===== src/rtl/chte_pkg.sv =====
// ----------------------------------------------------------------------------
// chte_pkg
// Shared codes and types of the chained hash table engine: command and status
// codes, the controller states and the command and status groups.
// ----------------------------------------------------------------------------
package chte_pkg;

	// Command codes of an input word.
	localparam logic [2:0] CMD_INSERT = 3'd0;
	localparam logic [2:0] CMD_FIND   = 3'd1;
	localparam logic [2:0] CMD_REMOVE = 3'd2;
	localparam logic [2:0] CMD_FETCH  = 3'd3;
	localparam logic [2:0] CMD_PURGE  = 3'd4;

	// Status codes of a result word.
	localparam logic [1:0] ST_OK        = 2'd0;
	localparam logic [1:0] ST_NOT_FOUND = 2'd1;
	localparam logic [1:0] ST_POOL_FULL = 2'd2;
	localparam logic [1:0] ST_RANGE     = 2'd3;

	// Fixed field widths of the channels and the configuration register.
	localparam int CMD_W      = 3;
	localparam int POS_W      = 10;
	localparam int STATUS_W   = 2;
	localparam int FOUND_W    = 32;
	localparam int BUCKET_W   = 8;
	localparam int LIVE_W     = 11;
	localparam int CFG_W      = 9;

	// Hash bits retired by the remainder unit in each cycle.
	localparam int RADIX_BITS = 4;

	// Operations that the controller asks of the datapath.
	typedef enum logic [4:0] {
		OP_NONE,
		OP_CLEAR,
		OP_CAPTURE,
		OP_INS_READ,
		OP_INS_WRITE,
		OP_HEAD_READ,
		OP_SCAN_HEAD,
		OP_LOAD,
		OP_NODE_READ,
		OP_FIND_CHECK,
		OP_NOT_FOUND,
		OP_SCAN_NEXT,
		OP_FETCH_CHECK,
		OP_FETCH_MISS,
		OP_PURGE_CHECK,
		OP_PURGE_FIX,
		OP_FINISH
	} chte_op_t;

	// Controller states.
	typedef enum logic [3:0] {
		S_CLEAR,
		S_IDLE,
		S_DIV,
		S_INS_RD,
		S_INS_WR,
		S_FR_HEAD,
		S_FR_LOAD,
		S_FR_WALK,
		S_FR_CHECK,
		S_SC_HEAD,
		S_SC_LOAD,
		S_SC_WALK,
		S_FT_CHECK,
		S_PG_CHECK,
		S_PG_FIX,
		S_FIN
	} chte_state_t;

	// Controller to datapath.
	typedef struct packed {
		chte_op_t op;
		logic     in_ready;
	} chte_cmd_t;

	// Datapath to controller.
	typedef struct packed {
		logic accept;
		logic clear_last;
		logic div_done;
		logic is_insert;
		logic is_findrem;
		logic is_fetch;
		logic is_purge;
		logic cur_end;
		logic match;
		logic fetch_hit;
		logic dead;
		logic prev_nil;
		logic scan_end;
		logic out_free;
	} chte_status_t;

endpackage


===== src/rtl/chte_ctrl.sv =====
// ----------------------------------------------------------------------------
// chte_ctrl
// Controller of the hash table engine: sequences the clearing pass, the
// remainder, chain walks and table scans through datapath operations.
// ----------------------------------------------------------------------------
module chte_ctrl (
	input  logic                   clk,
	input  logic                   arst_n,
	input  chte_pkg::chte_status_t st,
	output chte_pkg::chte_cmd_t    cmd
);
	chte_pkg::chte_state_t state_q, state_nx;

	// State register.
	always_ff @(posedge clk or negedge arst_n) begin
		if (!arst_n) begin
			state_q <= chte_pkg::S_CLEAR;
		end else begin
			state_q <= state_nx;
		end
	end

	// Next state and datapath operation.
	always_comb begin
		state_nx     = state_q;
		cmd.op       = chte_pkg::OP_NONE;
		cmd.in_ready = 1'b0;
		unique case (state_q)
			chte_pkg::S_CLEAR: begin
				cmd.op = chte_pkg::OP_CLEAR;
				if (st.clear_last) state_nx = chte_pkg::S_IDLE;
			end
			chte_pkg::S_IDLE: begin
				cmd.in_ready = 1'b1;
				if (st.accept) begin
					cmd.op   = chte_pkg::OP_CAPTURE;
					state_nx = chte_pkg::S_DIV;
				end
			end
			chte_pkg::S_DIV: begin
				if (st.div_done) begin
					if (st.is_insert) begin
						state_nx = chte_pkg::S_INS_RD;
					end else if (st.is_findrem) begin
						state_nx = chte_pkg::S_FR_HEAD;
					end else if (st.is_fetch || st.is_purge) begin
						state_nx = chte_pkg::S_SC_HEAD;
					end else begin
						state_nx = chte_pkg::S_FIN;
					end
				end
			end
			chte_pkg::S_INS_RD: begin
				cmd.op   = chte_pkg::OP_INS_READ;
				state_nx = chte_pkg::S_INS_WR;
			end
			chte_pkg::S_INS_WR: begin
				cmd.op   = chte_pkg::OP_INS_WRITE;
				state_nx = chte_pkg::S_FIN;
			end
			chte_pkg::S_FR_HEAD: begin
				cmd.op   = chte_pkg::OP_HEAD_READ;
				state_nx = chte_pkg::S_FR_LOAD;
			end
			chte_pkg::S_FR_LOAD: begin
				cmd.op   = chte_pkg::OP_LOAD;
				state_nx = chte_pkg::S_FR_WALK;
			end
			chte_pkg::S_FR_WALK: begin
				if (st.cur_end) begin
					cmd.op   = chte_pkg::OP_NOT_FOUND;
					state_nx = chte_pkg::S_FIN;
				end else begin
					cmd.op   = chte_pkg::OP_NODE_READ;
					state_nx = chte_pkg::S_FR_CHECK;
				end
			end
			chte_pkg::S_FR_CHECK: begin
				cmd.op   = chte_pkg::OP_FIND_CHECK;
				state_nx = st.match ? chte_pkg::S_FIN : chte_pkg::S_FR_WALK;
			end
			chte_pkg::S_SC_HEAD: begin
				if (st.scan_end) begin
					if (st.is_fetch) cmd.op = chte_pkg::OP_FETCH_MISS;
					state_nx = chte_pkg::S_FIN;
				end else begin
					cmd.op   = chte_pkg::OP_SCAN_HEAD;
					state_nx = chte_pkg::S_SC_LOAD;
				end
			end
			chte_pkg::S_SC_LOAD: begin
				cmd.op   = chte_pkg::OP_LOAD;
				state_nx = chte_pkg::S_SC_WALK;
			end
			chte_pkg::S_SC_WALK: begin
				if (st.cur_end) begin
					cmd.op   = chte_pkg::OP_SCAN_NEXT;
					state_nx = chte_pkg::S_SC_HEAD;
				end else begin
					cmd.op   = chte_pkg::OP_NODE_READ;
					state_nx = st.is_fetch ? chte_pkg::S_FT_CHECK : chte_pkg::S_PG_CHECK;
				end
			end
			chte_pkg::S_FT_CHECK: begin
				cmd.op   = chte_pkg::OP_FETCH_CHECK;
				state_nx = st.fetch_hit ? chte_pkg::S_FIN : chte_pkg::S_SC_WALK;
			end
			chte_pkg::S_PG_CHECK: begin
				cmd.op   = chte_pkg::OP_PURGE_CHECK;
				state_nx = (st.dead && !st.prev_nil) ? chte_pkg::S_PG_FIX
					: chte_pkg::S_SC_WALK;
			end
			chte_pkg::S_PG_FIX: begin
				cmd.op   = chte_pkg::OP_PURGE_FIX;
				state_nx = chte_pkg::S_SC_WALK;
			end
			chte_pkg::S_FIN: begin
				if (st.out_free) begin
					cmd.op   = chte_pkg::OP_FINISH;
					state_nx = chte_pkg::S_IDLE;
				end
			end
			default: state_nx = chte_pkg::S_CLEAR;
		endcase
	end
endmodule

===== config.mk =====
export PLATFORM = sky130hd
export DESIGN_NAME = chte_ctrl
export DESIGN_NICKNAME = d
export VERILOG_FILES = /design/src/rtl/chte_pkg.sv /design/src/rtl/chte_ctrl.sv
export SDC_FILE = /design/constraint.sdc
export NUM_CORES = 1
export LEC_CHECK = 0
export BUFFER_PORTS_ARGS = -buffer_cell sky130_fd_sc_hd__clkbuf_2
export CORE_ASPECT_RATIO = 1.4
export CORE_MARGIN = 1.5
export CORE_UTILIZATION = 24
export CTS_BUF_LIST = sky130_fd_sc_hd__clkbuf_4
export CTS_CLUSTER_SIZE = 28
export DETAILED_ROUTE_END_ITERATION = 6
export MAX_ROUTING_LAYER = met4
export PLACE_DENSITY_LB_ADDON = 0.05
export SLEW_MARGIN = 20
export SYNTH_ARGS = -nofsm -noshare
export SYNTH_HDL_FRONTEND = slang
export SYNTH_SLANG_ARGS = --single-unit

===== constraint.sdc =====
create_clock -name clk -period 1.63 [get_ports clk]
set_clock_uncertainty 0.1 [all_clocks]
set_input_delay 0.326 -clock clk [delete_from_list [all_inputs] [get_ports clk]]
set_output_delay 0.326 -clock clk [all_outputs]
set_load 0.05 [all_outputs]

Word level (Yosys, flattened, before mapping)

Index checks and enable logic that the tools add are counted.

Logic and storage cells: 50
Bits in writable memories: 0
Memories kept: 0
Bits in read-only memories: 0
Bits in latches: 0
Bits in registers: 4

$lt $le $gt $ge: 0
Multiplexer cells: 23
Divide/modulo/power cells: 0
Add/sub/neg operators: 0
Equal/unequal tests: 19
Shift-type cells: 0
Reductions and logical operators: 7
Bitwise logic cells: 0
Multiply operators: 0

Operators by type and width:

| cell                                                 | count |
|---|---|
| case mux 5 bit (14 select lines)                     | 1 |
| case mux 4 bit (15 select lines)                     | 1 |
| equality test 4 bit (second input constant)          | 8 |
| two-way mux 4 bit                                    | 8 |
| two-way mux 3 bit                                    | 6 |
| equality test 4 x 3 -> 1 bit (second input constant) | 4 |
| two-way mux 5 bit                                    | 2 |
| equality test 4 x 2 -> 1 bit (second input constant) | 2 |
| != test 2 bit (second input constant)                | 4 |
| two-way mux 2 bit                                    | 3 |
| equality test 4 x 1 -> 1 bit (second input constant) | 1 |
| zero test 4 bit                                      | 1 |
| AND reduction 4 bit                                  | 1 |
| OR reduction 2 bit                                   | 2 |
| two-way mux 1 bit                                    | 2 |
| logical AND 1 bit                                    | 1 |
| zero test 1 bit                                      | 1 |
| logical OR 1 bit                                     | 1 |

Depth between registers and ports, before layout

Depth after elaboration: 6
Mapped depth: 6
Depth with buffers taken out: 4

Worst setup path before layout

Ideal clock, no wire load.

Path type: register to output
Start point: reg state_q[3]
End point: out cmd[1] (netlist name)
Setup slack: -0.463 ns
Buffers on the path: 1
Data arrival time: 1.667 ns
Cell stages (with the launch flop): 6
Data required time: 1.204 ns
Path through: dfrtp_1 buf_4 inv_1 o21ai_0 a21o_1 a21oi_1

RTL lines:

| what                   | line            | text |
|---|---|---|
| from (decl)            | chte_ctrl.sv:12 | `chte_pkg::chte_state_t state_q, state_nx;` |
| from (signal assigned) | chte_ctrl.sv:17 | `state_q <= chte_pkg::S_CLEAR;` |
| from (signal assigned) | chte_ctrl.sv:19 | `state_q <= state_nx;` |
| to (decl)              | chte_ctrl.sv:10 | `output chte_pkg::chte_cmd_t cmd` |

==> out/metrics.csv <==
metric,value,unit
status,"finished, violations left",
failing checks,negative setup slack,
pre-CTS WS,-0.172,ns
met3 routed WL,59,um
Layout Cells excl Fill,183,
final wirelength,2470,um
CP endpoint kind,output port,
fmax,516,MHz
chip width,46.9,um
"critical path, cell by cell","buf_6, nand3_4, o21ai_2, o211ai_1, o221ai_4, buf_12",
WP data required,1.20,ns
Worst-Margin Slew,0.362,ns
Max Cap Violations,0,
Met1 Routed Length,945,um
layout cells sized above 1,71.4,%
DRT iter0 DRCs,21,
Main synth FF type,dfrtp_1,
Top reg by flops,state_q,
placed cell count,162,
most frequent cells in the layout,"buf_4, clkbuf_2, buf_6",
"commonest non-fill, non-tap cell in the layout",buf_4,
Die H,64.4,um
Site Rows,22,
Via Count,913,
startpoint types,flip-flop,
"area leader, netlist",dfrtp_1,
Yosys reg bits,4,
grt ovf,0,
Final Hold Viols,0,
Root Buffer,clkbuf_4,
via/cell ratio,4.99,
final-stage net count,165,
Tcrit/Tclk final,119,%
setup ws final,-0.307,ns
Tot GR Track Use,18.3,%
Synthesis Warnings,0,
Crit path largest cell delay,0.44,ns
fillers,254,
clock latency on the worst-skew pair,0.24,ns
Max rail drop VDD,0.000970,V
clk sink count,4,
IO Count,22,
Post-Syn Area per Cell,7.11,sq um
HP Class,primary input to flip-flop,
initial core utilization,25.0,%
register area share after synthesis,15.5,%
hold slack,0.231,ns
global-route wire length before repair,4000,um
met2 wire length,1440,um
vias in the first global route,905,
Worst-path clk slew,0.04,ns
antenna-violating nets left,0,
multi-input logic area,669,sq um
CP top delay family,compound AO/OA/AOI/OAI gates,
"Buf+Inv Stages, Crit Path",2,
cts bufs inserted,3,
Largest regs,state_q: 4 flops,
DP Wirelength,1730,um
ant diodes,0,
CTS H-tree lvls,1,
max-slew violations,0,
"top cells by area, synth","dfrtp_1, buf_6, o21ai_1",
wire per inst,13.5,um
total power,3.47,mW
Clock Path Buffers,2,
Pwr per Cell Area,2490,nW/um^2
number of distinct library cells after synthesis,38,
ys async rst share,100,%
DRC violations left,0,
die area,3020,sq um
Port-buffer cells,21,
initial antenna violation count,0,
Largest register FFs,4,
cells after synthesis,91,
Critical Path Slowest Stage Cell,dfrtp_2,
highest metal used,met4,
CTS tree,yes,
Tmin final,1.94,ns
area grow syn2layout,115,%
FF/Latch Area,105,sq um
final core utilization,53.8,%
Core Box Area,2590,sq um
Leak,0.586,nW
Final setup viols,6,
synthesized cell area,647,sq um
Crit Path Max Fanout,5,
area fraction of the dominant cell type after synthesis,15.5,%
drt pass-1 iters,4,
Post-Syn Nets,107,
WS Path Type,flip-flop to output port,
worst path arrival time,1.51,ns
Relative slew margins,75.6,%
final RePlAce weighted congestion,0.782,
RSZ-0062 raised after global routing,yes,
Post-synth EDFFs,0,
largest net degree at the start of global routing,10,
[layer usage]
layer / track usage [%] / vias up
li1: - / 455
met1: 20.3 / 432
met3: 1.11 / 4
met5: - / -
met4: 5.90 / 0
met2: 32.9 / 22
[where the power goes]
part	leakage, nW	total (mW)	switching [mW]	internal, mW
Combinational	0.529	3.09	1.54	1.55
Sequential	0.0432	0.257	0.0923	0.165
Clock	0.0138	0.123	0.0403	0.0823
[Yosys cell counts, drive strengths merged (2+ instances only)]
cell	number
nand3	3
a211oi	2
and2	2
nand2b	4
o22ai	3
o21ai	12
nor3	2
nor2	6
nor4	3
and3	2
a21oi	5
o311ai	2
nand2	6
a31oi	2
buf	9
inv	7
a41oi	2
dfrtp	4
nor2b	2
[stage by stage]
stage / cell area (sq um) / TNS [ns]
CTS: 1260 / -1.48
floorplan: 711 / -0.0775
global placement: 968 / -0.666
detailed placement: 968 / -0.744
finish: 1390 / -1.32
global route: 1390 / -1.87
[logic make-up (layout without fill, tap and decap cells)]
logic type | Yosys count | after routing | synth area share, %
AO/OA/AOI/OAI | 36 | 36 | 37.3
AND/OR/NAND/NOR | 34 | 34 | 28.4
buffers and inverters | 16 | 72 | 17.2
flip-flops | 4 | 4 | 15.5
multiplexers | 1 | 1 | 1.55
[layout make-up]
class                   instances  area share [%]
inverters                       7            2.07
flip-flops and latches          4            7.55
multi-input cells              71            48.1
repair buffers                 62            37.4
clock buffers                   3            1.62
well taps                      36            3.24
[worst paths after layout]
check	startpoint	slack [ns]	to	depth (start not counted)
max	state_q[1]$_DFFE_PN0P_	-0.31	cmd[2]	6
min	st[0]	0.23	state_q[2]$_DFFE_PN0P_	2
max reg2reg	state_q[3]$_DFFE_PN0P_	0.02	state_q[0]$_DFFE_PN0P_	7
min reg2reg	state_q[0]$_DFFE_PN0P_	0.64	state_q[0]$_DFFE_PN0P_	2
max in group asynchronous	arst_n	0.97	state_q[0]$_DFFE_PN0P_	2
min in group asynchronous	arst_n	0.33	state_q[3]$_DFFE_PN0P_	2
[repair_timing]
| action | 4_1_cts | 5_1_grt |
|---|---|---|
| hold endpoints to repair | 4 | 0 |
| setup endpoints to repair | 10 | 10 |
| buffers inserted | 11 | 6 |
| cloned | 1 | 0 |
| gates resized for setup | 41 | 24 |
| pin swaps | 13 | 16 |
| hold buffers | 1 | 0 |
Note: power is estimated with default switching activity, not from simulation.
